===== src/design/gdau_pkg.sv =====
// ---------------------------------------------------------------------------
// Gregorian date arithmetic package
// Shared widths, constants, the month offset table and the types that pass
// between the stages of the date arithmetic unit.
// ---------------------------------------------------------------------------
package gdau_pkg;

    localparam int YEAR_W = 14;
    localparam int MON_W  = 4;
    localparam int DAY_W  = 5;
    localparam int OFF_W  = 23;
    localparam int DN_W   = 23;
    localparam int NUM_W  = 22;

    localparam logic [0:0] CMD_ADD  = 1'b0;
    localparam logic [0:0] CMD_DIFF = 1'b1;

    // Day numbers count from 1 March of year -400.
    localparam logic [17:0] ERA_DAYS = 18'd146097;
    localparam logic [21:0] DN_LO    = 22'd146037;
    localparam logic [21:0] DN_HI    = 22'd3798461;

    localparam logic [22:0] DIFF_MAX = 23'h3FFFFF;
    localparam logic [22:0] DIFF_MIN = 23'h400000;

    // Reciprocal constants for division by constants: q = (x * RCP) >> SH.
    localparam logic [12:0] RCP_100     = 13'd5243;
    localparam int          RCP_100_SH  = 19;
    localparam logic [22:0] RCP_ERA     = 23'd7525902;
    localparam int          RCP_ERA_SH  = 40;
    localparam logic [17:0] RCP_1460    = 18'd183860;
    localparam int          RCP_1460_SH = 28;
    localparam logic [17:0] RCP_365     = 18'd183860;
    localparam int          RCP_365_SH  = 26;
    localparam logic [5:0]  RCP_YOE100  = 6'd41;
    localparam int          RCP_YOE_SH  = 12;
    // (5 * doy + 2) / 153 folded into one product: doy * 34270 + 13708.
    localparam logic [15:0] MP_MUL      = 16'd34270;
    localparam logic [13:0] MP_ADD      = 14'd13708;
    localparam int          MP_SH       = 20;

    typedef struct packed {
        logic              cmd;
        logic              err;
        logic signed [22:0] diff;
    } t_side;

    // Days from 1 March to the first of the month, months counted from March.
    function automatic logic [8:0] month_base(input logic [3:0] mp);
        logic [8:0] base;
        case (mp)
            4'd0:    base = 9'd0;
            4'd1:    base = 9'd31;
            4'd2:    base = 9'd61;
            4'd3:    base = 9'd92;
            4'd4:    base = 9'd122;
            4'd5:    base = 9'd153;
            4'd6:    base = 9'd184;
            4'd7:    base = 9'd214;
            4'd8:    base = 9'd245;
            4'd9:    base = 9'd275;
            4'd10:   base = 9'd306;
            4'd11:   base = 9'd337;
            default: base = 9'd0;
        endcase
        return base;
    endfunction

endpackage


===== src/design/gdau_to_days.sv =====
// ---------------------------------------------------------------------------
// Date to day number
// Two register stages: month clamp, year shift and century quotient first,
// then the weighted sum that gives the day number.
// ---------------------------------------------------------------------------
module gdau_to_days
    import gdau_pkg::*;
(
    input  logic              i_clk,
    input  logic [YEAR_W-1:0] i_year,
    input  logic [MON_W-1:0]  i_month,
    input  logic [DAY_W-1:0]  i_day,
    output logic [DN_W-1:0]   o_day_num
);

    logic [3:0]  mon_sat;
    logic [3:0]  mp;
    logic        jan_feb;
    logic [14:0] year_adj;
    logic [27:0] q100_prod;

    logic [14:0] r_year, n_year;
    logic [7:0]  r_q100, n_q100;
    logic [8:0]  r_base, n_base;
    logic [4:0]  r_day,  n_day;
    logic [22:0] r_dn,   n_dn;

    always_comb begin
        if (i_month == 4'd0) begin
            mon_sat = 4'd1;
        end else if (i_month > 4'd12) begin
            mon_sat = 4'd12;
        end else begin
            mon_sat = i_month;
        end
        jan_feb   = (mon_sat <= 4'd2);
        mp        = jan_feb ? (mon_sat + 4'd9) : (mon_sat - 4'd3);
        year_adj  = {1'b0, i_year} + 15'd400 - {14'd0, jan_feb};
        q100_prod = 28'(year_adj) * 28'(RCP_100);
        n_year    = year_adj;
        n_q100    = q100_prod[RCP_100_SH+7:RCP_100_SH];
        n_base    = month_base(mp);
        n_day     = i_day;
    end

    // 365y + y/4 - y/100 + y/400 + day of year; a day of 0 steps back one.
    always_comb begin
        n_dn = 23'(r_year) * 23'd365
             + 23'(r_year[14:2])
             - 23'(r_q100)
             + 23'(r_q100[7:2])
             + 23'(r_base)
             + 23'(r_day)
             - 23'd1;
    end

    always_ff @(posedge i_clk) begin
        r_year <= n_year;
        r_q100 <= n_q100;
        r_base <= n_base;
        r_day  <= n_day;
        r_dn   <= n_dn;
    end

    assign o_day_num = r_dn;

endmodule


===== src/design/gdau_to_date.sv =====
// ---------------------------------------------------------------------------
// Day number to date
// Eight register stages: era, day of era, the 4/100/400 corrections, year of
// era, day of year, month index and finally the calendar fields.
// ---------------------------------------------------------------------------
module gdau_to_date
    import gdau_pkg::*;
(
    input  logic              i_clk,
    input  logic              i_rst_n,
    input  logic              i_valid,
    input  t_side             i_side,
    input  logic [NUM_W-1:0]  i_day_num,
    output logic              o_valid,
    output t_side             o_side,
    output logic [YEAR_W-1:0] o_year,
    output logic [MON_W-1:0]  o_month,
    output logic [DAY_W-1:0]  o_day
);

    localparam int STAGES = 8;

    logic [STAGES-1:0] r_valid;
    t_side             r_side [STAGES];

    // Stage 1: era.
    logic [44:0] era_prod;
    logic [4:0]  r1_era;
    logic [21:0] r1_dn;
    // Stage 2: day of era.
    logic [17:0] r2_doe;
    logic [4:0]  r2_era;
    // Stage 3: quotients by 1460, 36524 and 146096.
    logic [35:0] q1460_prod;
    logic [2:0]  q36524;
    logic [17:0] r3_doe;
    logic [4:0]  r3_era;
    logic [6:0]  r3_q1460;
    logic [2:0]  r3_q36524;
    logic        r3_qera;
    // Stage 4: corrected day count.
    logic [17:0] r4_x;
    logic [17:0] r4_doe;
    logic [4:0]  r4_era;
    // Stage 5: year of era.
    logic [35:0] yoe_prod;
    logic [8:0]  r5_yoe;
    logic [17:0] r5_doe;
    logic [4:0]  r5_era;
    // Stage 6: day of year.
    logic [14:0] yoe100_prod;
    logic [17:0] year_days;
    logic [8:0]  r6_doy;
    logic [8:0]  r6_yoe;
    logic [4:0]  r6_era;
    // Stage 7: month index from March.
    logic [23:0] mp_prod;
    logic [3:0]  r7_mp;
    logic [8:0]  r7_doy;
    logic [8:0]  r7_yoe;
    logic [4:0]  r7_era;
    // Stage 8: calendar fields.
    logic        late_mon;
    logic [15:0] year_full;
    logic [8:0]  day_full;
    logic [YEAR_W-1:0] r8_year;
    logic [MON_W-1:0]  r8_month;
    logic [DAY_W-1:0]  r8_day;

    always_comb begin
        era_prod    = 45'(i_day_num) * 45'(RCP_ERA);
        q1460_prod  = 36'(r2_doe) * 36'(RCP_1460);
        q36524      = 3'(r2_doe >= 18'd36524) + 3'(r2_doe >= 18'd73048)
                    + 3'(r2_doe >= 18'd109572) + 3'(r2_doe >= 18'd146096);
        yoe_prod    = 36'(r4_x) * 36'(RCP_365);
        yoe100_prod = 15'(r5_yoe) * 15'(RCP_YOE100);
        year_days   = 18'(r5_yoe) * 18'd365 + 18'(r5_yoe[8:2])
                    - 18'(yoe100_prod[RCP_YOE_SH+2:RCP_YOE_SH]);
        mp_prod     = 24'(r6_doy) * 24'(MP_MUL) + 24'(MP_ADD);
        late_mon    = (r7_mp >= 4'd10);
        year_full   = 16'(r7_yoe) + 16'(r7_era) * 16'd400 + 16'(late_mon) - 16'd400;
        day_full    = r7_doy - month_base(r7_mp) + 9'd1;
    end

    always_ff @(posedge i_clk) begin
        if (!i_rst_n) begin
            r_valid <= '0;
        end else begin
            r_valid <= {r_valid[STAGES-2:0], i_valid};
        end
    end

    always_ff @(posedge i_clk) begin
        r_side[0] <= i_side;
        for (int s = 1; s < STAGES; s++) begin
            r_side[s] <= r_side[s-1];
        end

        r1_era <= era_prod[RCP_ERA_SH+4:RCP_ERA_SH];
        r1_dn  <= i_day_num;

        r2_doe <= 18'(r1_dn - 22'(22'(r1_era) * 22'(ERA_DAYS)));
        r2_era <= r1_era;

        r3_doe    <= r2_doe;
        r3_era    <= r2_era;
        r3_q1460  <= q1460_prod[RCP_1460_SH+6:RCP_1460_SH];
        r3_q36524 <= q36524;
        r3_qera   <= (r2_doe == 18'd146096);

        r4_x   <= r3_doe - 18'(r3_q1460) + 18'(r3_q36524) - 18'(r3_qera);
        r4_doe <= r3_doe;
        r4_era <= r3_era;

        r5_yoe <= yoe_prod[RCP_365_SH+8:RCP_365_SH];
        r5_doe <= r4_doe;
        r5_era <= r4_era;

        r6_doy <= 9'(r5_doe - year_days);
        r6_yoe <= r5_yoe;
        r6_era <= r5_era;

        r7_mp  <= mp_prod[MP_SH+3:MP_SH];
        r7_doy <= r6_doy;
        r7_yoe <= r6_yoe;
        r7_era <= r6_era;

        r8_year  <= year_full[YEAR_W-1:0];
        r8_month <= late_mon ? (r7_mp - 4'd9) : (r7_mp + 4'd3);
        r8_day   <= day_full[DAY_W-1:0];
    end

    assign o_valid = r_valid[STAGES-1];
    assign o_side  = r_side[STAGES-1];
    assign o_year  = r8_year;
    assign o_month = r8_month;
    assign o_day   = r8_day;

endmodule


===== src/design/gregorian_date_arithmetic_unit.sv =====
// ---------------------------------------------------------------------------
// Gregorian date arithmetic unit
// Adds a signed day offset to a date, or counts the days between two dates.
// ---------------------------------------------------------------------------
// A request is taken at every rising edge where start is high; busy is never
// raised, so one request may follow another in every cycle. The command
// selects the operation: add i_day_offset to the first date, or return the
// signed number of days from the first date to the second.
// Both dates go through a two-stage day number conversion, one stage then
// adds the offset or subtracts the day numbers with saturation, and an
// eight-stage pipeline turns the day number back into a date. One output
// register follows. The result of a request is on the o_ ports with o_valid
// high for exactly one cycle; results keep request order, one per cycle.
// A shifted date outside years 0..9999 is clamped to the nearest end and
// raises o_range_error; the unused fields of a result read as zero.
// Reset clears the valid bits of every stage, so requests in flight are
// dropped. The receiver has no way to stall the unit and must take each
// result in the cycle it is shown.
// ---------------------------------------------------------------------------
module gregorian_date_arithmetic_unit
    import gdau_pkg::*;
(
    input  logic                    i_clk,
    input  logic                    i_rst_n,
    input  logic                    start,
    output logic                    busy,
    input  logic                    i_command,
    input  logic [YEAR_W-1:0]       i_first_year,
    input  logic [MON_W-1:0]        i_first_month,
    input  logic [DAY_W-1:0]        i_first_day,
    input  logic signed [OFF_W-1:0] i_day_offset,
    input  logic [YEAR_W-1:0]       i_second_year,
    input  logic [MON_W-1:0]        i_second_month,
    input  logic [DAY_W-1:0]        i_second_day,
    output logic                    o_valid,
    output logic [YEAR_W-1:0]       o_result_year,
    output logic [MON_W-1:0]        o_result_month,
    output logic [DAY_W-1:0]        o_result_day,
    output logic signed [OFF_W-1:0] o_day_difference,
    output logic                    o_range_error
);

    logic [DN_W-1:0] first_dn;
    logic [DN_W-1:0] second_dn;

    logic                    r_v1, r_v2, r_v3;
    logic                    r_cmd1, r_cmd2;
    logic signed [OFF_W-1:0] r_off1, r_off2;

    logic signed [24:0] shift_sum;
    logic signed [23:0] raw_diff;
    logic [NUM_W-1:0]   n_num;
    t_side              n_side;
    logic [NUM_W-1:0]   r_num;
    t_side              r_side;

    logic              d_valid;
    t_side             d_side;
    logic [YEAR_W-1:0] d_year;
    logic [MON_W-1:0]  d_month;
    logic [DAY_W-1:0]  d_day;

    logic                    r_valid;
    logic [YEAR_W-1:0]       r_year;
    logic [MON_W-1:0]        r_month;
    logic [DAY_W-1:0]        r_day;
    logic signed [OFF_W-1:0] r_diff;
    logic                    r_err;

    assign busy = 1'b0;

    gdau_to_days u_first_days (
        .i_clk     (i_clk),
        .i_year    (i_first_year),
        .i_month   (i_first_month),
        .i_day     (i_first_day),
        .o_day_num (first_dn)
    );

    gdau_to_days u_second_days (
        .i_clk     (i_clk),
        .i_year    (i_second_year),
        .i_month   (i_second_month),
        .i_day     (i_second_day),
        .o_day_num (second_dn)
    );

    // Command and offset travel beside the day number conversion.
    always_ff @(posedge i_clk) begin
        if (!i_rst_n) begin
            r_v1 <= 1'b0;
            r_v2 <= 1'b0;
            r_v3 <= 1'b0;
        end else begin
            r_v1 <= start && !busy;
            r_v2 <= r_v1;
            r_v3 <= r_v2;
        end
    end

    always_ff @(posedge i_clk) begin
        r_cmd1 <= i_command;
        r_off1 <= i_day_offset;
        r_cmd2 <= r_cmd1;
        r_off2 <= r_off1;
        r_num  <= n_num;
        r_side <= n_side;
    end

    always_comb begin
        shift_sum   = $signed({2'b00, first_dn}) + 25'(r_off2);
        raw_diff    = $signed({1'b0, second_dn}) - $signed({1'b0, first_dn});
        n_num       = DN_LO;
        n_side.cmd  = r_cmd2;
        n_side.err  = 1'b0;
        n_side.diff = '0;
        if (r_cmd2 == CMD_ADD) begin
            if (shift_sum < $signed({3'b000, DN_LO})) begin
                n_side.err = 1'b1;
            end else if (shift_sum > $signed({3'b000, DN_HI})) begin
                n_num      = DN_HI;
                n_side.err = 1'b1;
            end else begin
                n_num = shift_sum[NUM_W-1:0];
            end
        end else begin
            // The two top bits differ only when the difference overflows.
            if (!raw_diff[23] && raw_diff[22]) begin
                n_side.diff = $signed(DIFF_MAX);
                n_side.err  = 1'b1;
            end else if (raw_diff[23] && !raw_diff[22]) begin
                n_side.diff = $signed(DIFF_MIN);
                n_side.err  = 1'b1;
            end else begin
                n_side.diff = raw_diff[22:0];
            end
        end
    end

    gdau_to_date u_to_date (
        .i_clk     (i_clk),
        .i_rst_n   (i_rst_n),
        .i_valid   (r_v3),
        .i_side    (r_side),
        .i_day_num (r_num),
        .o_valid   (d_valid),
        .o_side    (d_side),
        .o_year    (d_year),
        .o_month   (d_month),
        .o_day     (d_day)
    );

    always_ff @(posedge i_clk) begin
        if (!i_rst_n) begin
            r_valid <= 1'b0;
        end else begin
            r_valid <= d_valid;
        end
    end

    always_ff @(posedge i_clk) begin
        if (d_side.cmd == CMD_DIFF) begin
            r_year  <= '0;
            r_month <= '0;
            r_day   <= '0;
        end else begin
            r_year  <= d_year;
            r_month <= d_month;
            r_day   <= d_day;
        end
        r_diff <= d_side.diff;
        r_err  <= d_side.err;
    end

    assign o_valid          = r_valid;
    assign o_result_year    = r_year;
    assign o_result_month   = r_month;
    assign o_result_day     = r_day;
    assign o_day_difference = r_diff;
    assign o_range_error    = r_err;

    a_request_gives_result: assert property (@(posedge i_clk) disable iff (!i_rst_n)
        start |-> ##12 o_valid)
        else $error("request did not produce a result after 12 cycles");

    a_result_has_request: assert property (@(posedge i_clk) disable iff (!i_rst_n)
        o_valid |-> $past(start, 12))
        else $error("result without a matching request");

    a_saturated_date: assert property (@(posedge i_clk) disable iff (!i_rst_n)
        (o_valid && o_range_error && o_result_month != 4'd0) |->
        ((o_result_year == 14'd0 && o_result_month == 4'd1 && o_result_day == 5'd1) ||
         (o_result_year == 14'd9999 && o_result_month == 4'd12 && o_result_day == 5'd31)))
        else $error("range error without a clamped date");

    a_commands_exclusive: assert property (@(posedge i_clk) disable iff (!i_rst_n)
        (o_valid && o_day_difference != 23'sd0) |->
        (o_result_year == 14'd0 && o_result_month == 4'd0 && o_result_day == 5'd0))
        else $error("date fields set on a difference result");

    a_date_fields_legal: assert property (@(posedge i_clk) disable iff (!i_rst_n)
        (o_valid && o_result_month != 4'd0) |->
        (o_result_month <= 4'd12 && o_result_day >= 5'd1 && o_result_day <= 5'd31))
        else $error("shifted date has an illegal month or day");

endmodule

===== config.mk =====
export PLATFORM = sky130hd
export DESIGN_NAME = gregorian_date_arithmetic_unit
export DESIGN_NICKNAME = d
export VERILOG_FILES = /design/src/design/gdau_pkg.sv /design/src/design/gdau_to_days.sv /design/src/design/gdau_to_date.sv /design/src/design/gregorian_date_arithmetic_unit.sv
export SDC_FILE = /design/constraint.sdc
export NUM_CORES = 2
export LEC_CHECK = 0
export BUFFER_PORTS_ARGS = -buffer_cell sky130_fd_sc_hd__buf_2
export CAP_MARGIN = 40
export CORE_ASPECT_RATIO = 0.5
export CORE_MARGIN = 1
export CORE_UTILIZATION = 30
export DETAILED_ROUTE_END_ITERATION = 7
export GPL_TIMING_DRIVEN = 0
export PLACE_DENSITY_LB_ADDON = 0.12
export SLEW_MARGIN = 10
export SYNTH_ARGS = -nofsm -noshare
export SYNTH_HDL_FRONTEND = slang
export SYNTH_SLANG_ARGS = --single-unit

===== constraint.sdc =====
create_clock -name i_clk -period 24.2 [get_ports i_clk]
set_input_delay 1.21 -clock i_clk [delete_from_list [all_inputs] [get_ports i_clk]]
set_output_delay 1.21 -clock i_clk [all_outputs]
set_load 0.01 [all_outputs]

# ---- Word level (Yosys, flattened, before mapping)
# Memory sizes are Yosys's and may differ from the RTL's. A register that Yosys moved wholly into a read port is not among the register bits.
# Index checks and enable logic that the tools add are counted.
dict set report totals {
  regBits 460
  ramBits 200
  rom_bits 432
  input_bits 73
  output_inout_bits 49
  wordCells 145
  memories 4
}
# name words width rd rd_ports_with_merged_regs write_ports line
set memory_table {}
lappend memory_table {u_to_date.r_side 8 25 8 0 8 gdau_to_date.sv:24} ;# t_side r_side [STAGES];
lappend memory_table {{(name not given)} 16 9 1 1 0 gdau_pkg.sv:51} ;# case (mp)
lappend memory_table {{(name not given)} 16 9 1 1 0 gdau_pkg.sv:51}
lappend memory_table {{(name not given)} 16 9 1 1 0 gdau_pkg.sv:51}
dict set report op_classes {
  addsub 40
  mul 12
  magnitude_cmp 11
  n_eq_ne 1
  mux 14
  bitwise_logic 1
  n_reduce_logical 9
}
# op count
set op_table {}
lappend op_table {{$mul A18 B16 Y33 const B} 2}
lappend op_table {{$mul A15 B13 Y27 const B} 2}
lappend op_table {{$add A23 B13 Y23} 2}
lappend op_table {{$add A23 B5 Y23} 2}
lappend op_table {{$add A23 B6 Y23} 2}
lappend op_table {{$add A23 B9 Y23} 2}
lappend op_table {{$mul A15 B9 Y23 const B} 2}
lappend op_table {{$sub A23 B1 Y23 const B} 2}
lappend op_table {{$sub A23 B8 Y23} 2}
lappend op_table {{$mul A22 B22 Y44 const B} 1}
lappend op_table {{$ge A18 B17 Y1 const B} 2}
lappend op_table {{$add A14 B9 Y15 const B} 2}
lappend op_table {{$sub A15 B1 Y15} 2}
lappend op_table {{$mux W4} 7}
lappend op_table {{$add A24 B23 Y25} 1}
lappend op_table {{$gt A25 B23 Y1 const B} 1}
lappend op_table {{$lt A25 B19 Y1 const B} 1}
lappend op_table {{$add A24 B14 Y24 const B} 1}
lappend op_table {{$mux W24} 1}
lappend op_table {{$sub A23 B23 Y24} 1}
lappend op_table {{$mul A9 B15 Y23 const B} 1}
lappend op_table {{$mux W23} 1}
lappend op_table {{$mux W22} 1}
lappend op_table {{$add A18 B3 Y18} 1}
lappend op_table {{34 further kinds} 46}

# ---- Depth between registers and ports, before layout
dict set report depth {
  depth_word 7
  depth_mapped 36
}

# ---- Modules after synthesis
# Synthesis repeated with hierarchy kept, for this count alone.
dict set report unflattened {
  cells_unflattened 6049
  hier_area_um2 62912.8
}
# module instances cells_each area_each_um2 seq_area_each_um2
set modules_own_cells {}
lappend modules_own_cells {gdau_to_date 1 3152 34932.3 8348.0}
lappend modules_own_cells {gdau_to_days 2 1119 10764.1 1201.2}
lappend modules_own_cells {gregorian_date_arithmetic_unit 1 659 6452.4 2922.8}

# ---- Worst setup path before layout
# No wires, ideal clock.
dict set report synth_timing {
  path_kind {input to register}
  startpoint {input i_second_month[3]}
  endpoint {register u_second_days.r_q100[7]}
  setup_time_ps 72
  arrival_time_ps 8422
  required_ps 24128
  slack_ps 15706
  path_stages 34
  cell_sequence {clkbuf_1 -> clkbuf_1 -> nor3_1 -> ha_1 -> inv_1 -> ha_1 -> fa_1 -> a21o_1 -> a21oi_1 -> nor2b_1 -> nor3_1 -> o21a_1 -> o21ai_0 -> a21o_1 -> a21o_1 -> xor2_1 -> inv_1 -> fa_1 -> inv_1 -> ha_1 -> fa_1 -> fa_1 -> inv_1 -> fa_1 -> inv_1 -> ha_1 -> nor4_1 -> nand3_1 -> a21oi_1 -> o31a_1 -> o21ai_0 -> a31o_2 -> a21oi_1 -> xnor2_1}
}
dict set report synth_between {
  elab_chain_len 6
  elab_cells_between_ends 7
  classes_between {1 x add/sub; 1 x mul; 2 x order compare; 2 x mux; 1 x reduce/logical}
}
# element line
set synth_lines {}
lappend synth_lines {{from (decl)} gregorian_date_arithmetic_unit.sv:33} ;# input logic [MON_W-1:0] i_second_month,
lappend synth_lines {{$gt A4 B4 Y1} gdau_to_days.sv:31} ;# end else if (i_month > 4'd12) begin
lappend synth_lines {{$mux W4} gdau_to_days.sv:31}
lappend synth_lines {{$mux W4 *} gdau_to_days.sv:29} ;# if (i_month == 4'd0) begin
lappend synth_lines {{$le A4 B2 Y1 *} gdau_to_days.sv:36} ;# jan_feb = (mon_sat <= 4'd2);
lappend synth_lines {{$sub A15 B1 Y15 *} gdau_to_days.sv:38} ;# year_adj = {1'b0, i_year} + 15'd400 - {14'd0, jan_feb};
lappend synth_lines {{net u_second_days.n_year[13]} gdau_to_days.sv:22} ;# logic [14:0] r_year, n_year;
lappend synth_lines {{$mul A15 B13 Y27 *} gdau_to_days.sv:39} ;# q100_prod = 28'(year_adj) * 28'(RCP_100);
lappend synth_lines {{net u_second_days.q100_prod[26]} gdau_to_days.sv:20} ;# logic [27:0] q100_prod;
lappend synth_lines {{to (signal assigned)} gdau_to_days.sv:59} ;# r_q100 <= n_q100;
lappend synth_lines {{to (decl)} gdau_to_days.sv:23} ;# logic [7:0] r_q100, n_q100;
# Mark *: on every way through the listed nets, which the timed path passes. The rest lies on a longest branch.
# A chain may end at the register's enable or synchronous reset.

# ---- Worst setup path after layout
dict set report layout_timing {
  startpoint {input i_second_month[0]}
  endpoint {register u_second_days.r_q100[7]}
}
# Same word-level chain as after synthesis.

==> results.ini <==
[cells_and_area]
fillers=20492
drive_gt1_share_pct=4.949
final_net_count=8110
n_antenna_cell=0
areaGrowthSynthToFinish_pct=10.94

[synthesis]
synth.most_common_cell=inv_1
synth_area_leaders=fa_1 (27%), ha_1 (26%), dfxtp_1 (22%)
syn_area_per_cell_um2=10.57
syn_area_um2=60920
synth_seq_cells=683
ys_warn_count=0
synth-seq-area-share_pct=22.44
ys_types=91
async_flop_share_pct=0
synthFlopType=dfxtp_1
synth_top_area_share_pct=26.65
synth.top_cells.by_count=inv_1 (1454), ha_1 (1257), fa_1 (811)
synth_edf_count=0
syn_inst=5763
syn_nets=7904
synth_top_cell_by_area=fa_1

[global_route]
grt.overflow.total=0
grt_antenna_before_repair=2
grt_max_degree=17
grt_usage_pct=13.25
grt_pass1_wl_um=218000
grt_pass1_vias=41462

[timing]
fin_crit_ns=9.401
worst_pin_slew_ns=0.8584
final_max_slew_viol_count=0
setup_viol=0
hold_violations=0
rsz0062_at_grt=no
relSlewSlack_pct=42.69
finalCritPeriodShare_pct=38.85
finClkSkew_ns=0.06041
max_freq_ghz=0.1064
setup_tns_ns=0

[worst_setup_path]
crit_arrival_ns=10.01
worst-path-max-fanout=10
critPathLaunchType=primary input
path_class=primary input to flop
end_kind=flop
required_ns=24.81
max_stage_delay_ns=0.60
critPathSlowestCell=fa_1

[placed_design]
dpl.hpwl_um=111600
gp_congestion=0.8251
port_buffers=115

[cts]
cts_resized=0
cts_tree=built
cts_hold_buffers=0
clock_latency_ns=0.66
numClockSinks=683
h-tree-depth=3
cts-root-buf=clkbuf_16
cts_made_buffers=72
post-cts-setup-buffer-count=0
clk_pin_slew_worst_paths_ns=0.06
cts_buffer_depth=3

[drt]
vias_per_cell=4.268
drt_wl_total_um=130400
routed-via-count=37286
dr.first_iter.drc_count=1211
ant_nets=0
wire_per_inst_um=14.93
drc=0
dr.pass1.iters=5

[run]
maxCapViolations=0

[floorplan]
core.rowCount=116
fp.dieH_um=320.6
start_util_pct=30.33
dieWidth_um=639.3
dieArea_um2=205000
coreArea_um2=200900
ioPinCount=122

[status]
status=finished, final reports clean

[worst_hold_path]
min_path_type=flop to flop

==> critical path: cells and delay by family <==
family | cells | cell delay [ns]
adders and majority gates | 9 | 3.47
and+or+nand+nor | 6 | 1.42
AOI/OAI and AO/OA | 11 | 2.36
xor gates and xnor gates | 2 | 0.66
buffers and inverters | 7 | 0.87
==> path summary, 6_finish.rpt <==
path	end	start	slack, ns	depth (start not counted)
worst max register to register	u_to_date.r1_era[4]	r_num[2]	16.99	18
worst min-delay path	o_day_difference[17]	u_to_date.r_side[1][92]	0.31	0
worst min register to register	o_day_difference[17]	u_to_date.r_side[1][92]	0.31	0
worst max-delay path	u_second_days.r_q100[7]	i_second_month[0]	14.80	35
==> sequential cells by signal (all words and copies together) (netlist names), 14 cells and up, named ones only <==
| register | count |
|---|---|
| u_to_date.r3_doe | 18 |
| u_to_date.r4_x | 18 |
| u_first_days.o_day_num | 23 |
| u_to_date.r2_doe | 18 |
| u_to_date.o_year | 14 |
| r_off1 | 23 |
| o_day_difference | 23 |
| o_result_year | 14 |
| u_second_days.o_day_num | 23 |
| u_to_date.r_side | 200 |
| r_side | 25 |
| r_off2 | 23 |
| u_first_days.r_year | 15 |
| r_num | 22 |
| u_to_date.r1_dn | 18 |
| u_second_days.r_year | 15 |
==> through the flow <==
step	setup slack (ns)	cell area [um^2]	hold slack [ns]	std cells	utilization [%]
after floorplan	15.71	60920	0.3096	5763	-
after global placement	14.07	64890	0.3105	8592	32.30
after detailed placement	13.96	65100	0.3121	8609	32.41
after CTS	14.68	67580	0.3080	8736	33.64
after global routing	14.16	67580	0.3129	8736	33.64
final	14.80	67580	0.3093	8736	33.64
==> cell families (layout without fill, tap and decap cells) <==
| logic type | Yosys count | in the layout | synth area share, % |
|---|---|---|---|
| XOR/XNOR | 251 | 251 | 3.609 |
| flip-flops | 683 | 683 | 22.44 |
| multiplexers | 11 | 11 | 0.1869 |
| buffers and inverters | 1496 | 1755 | 9.269 |
| adder cells (fa/ha/maj) | 2070 | 2070 | 52.50 |
| AND/OR/NAND/NOR | 633 | 633 | 5.221 |
| AO/OA/AOI/OAI | 618 | 618 | 6.761 |
| other | 1 | 1 | 0.006156 |
==> layout make-up <==
type,count,area (um^2),share of cell area (%)
clock inverter,33,439.2,0.6498
tap,2714,3396,5.025
clock buffer,94,2044,3.025
sequential,683,13670,20.23
timing repair buffer,132,783.3,1.159
inverter,1456,5465,8.087
multi-input combinational,3584,41600,61.55
buffer,40,181.4,0.2685
==> metal layers <==
layer  up-vias  track usage (%)  routed length [um]
li1      18638                -                   -
met1     18243            17.22               61200
met2       271            23.40               63550
met3       134            1.433                2333
met4         0            3.347                3314
met5         -                0                   0
==> cell usage in the layout (no fill, tap or decap), types with 30 or more instances in the layout <==
master / count
buf_2: 119
clkbuf_1: 36
nor2_1: 185
nand2_1: 113
fa_1: 811
nand2b_1: 30
xnor2_1: 184
o21ai_0: 88
inv_1: 1454
clkbuf_16: 72
nor2b_1: 51
nor3_1: 54
a21oi_1: 180
ha_1: 1257
xor2_1: 67
nand3_1: 46
a21o_1: 83
o21a_1: 38
dfxtp_1: 683
Power is not shown: default switching activity piles up to over one toggle a cycle in this logic, so the estimate is an artifact.
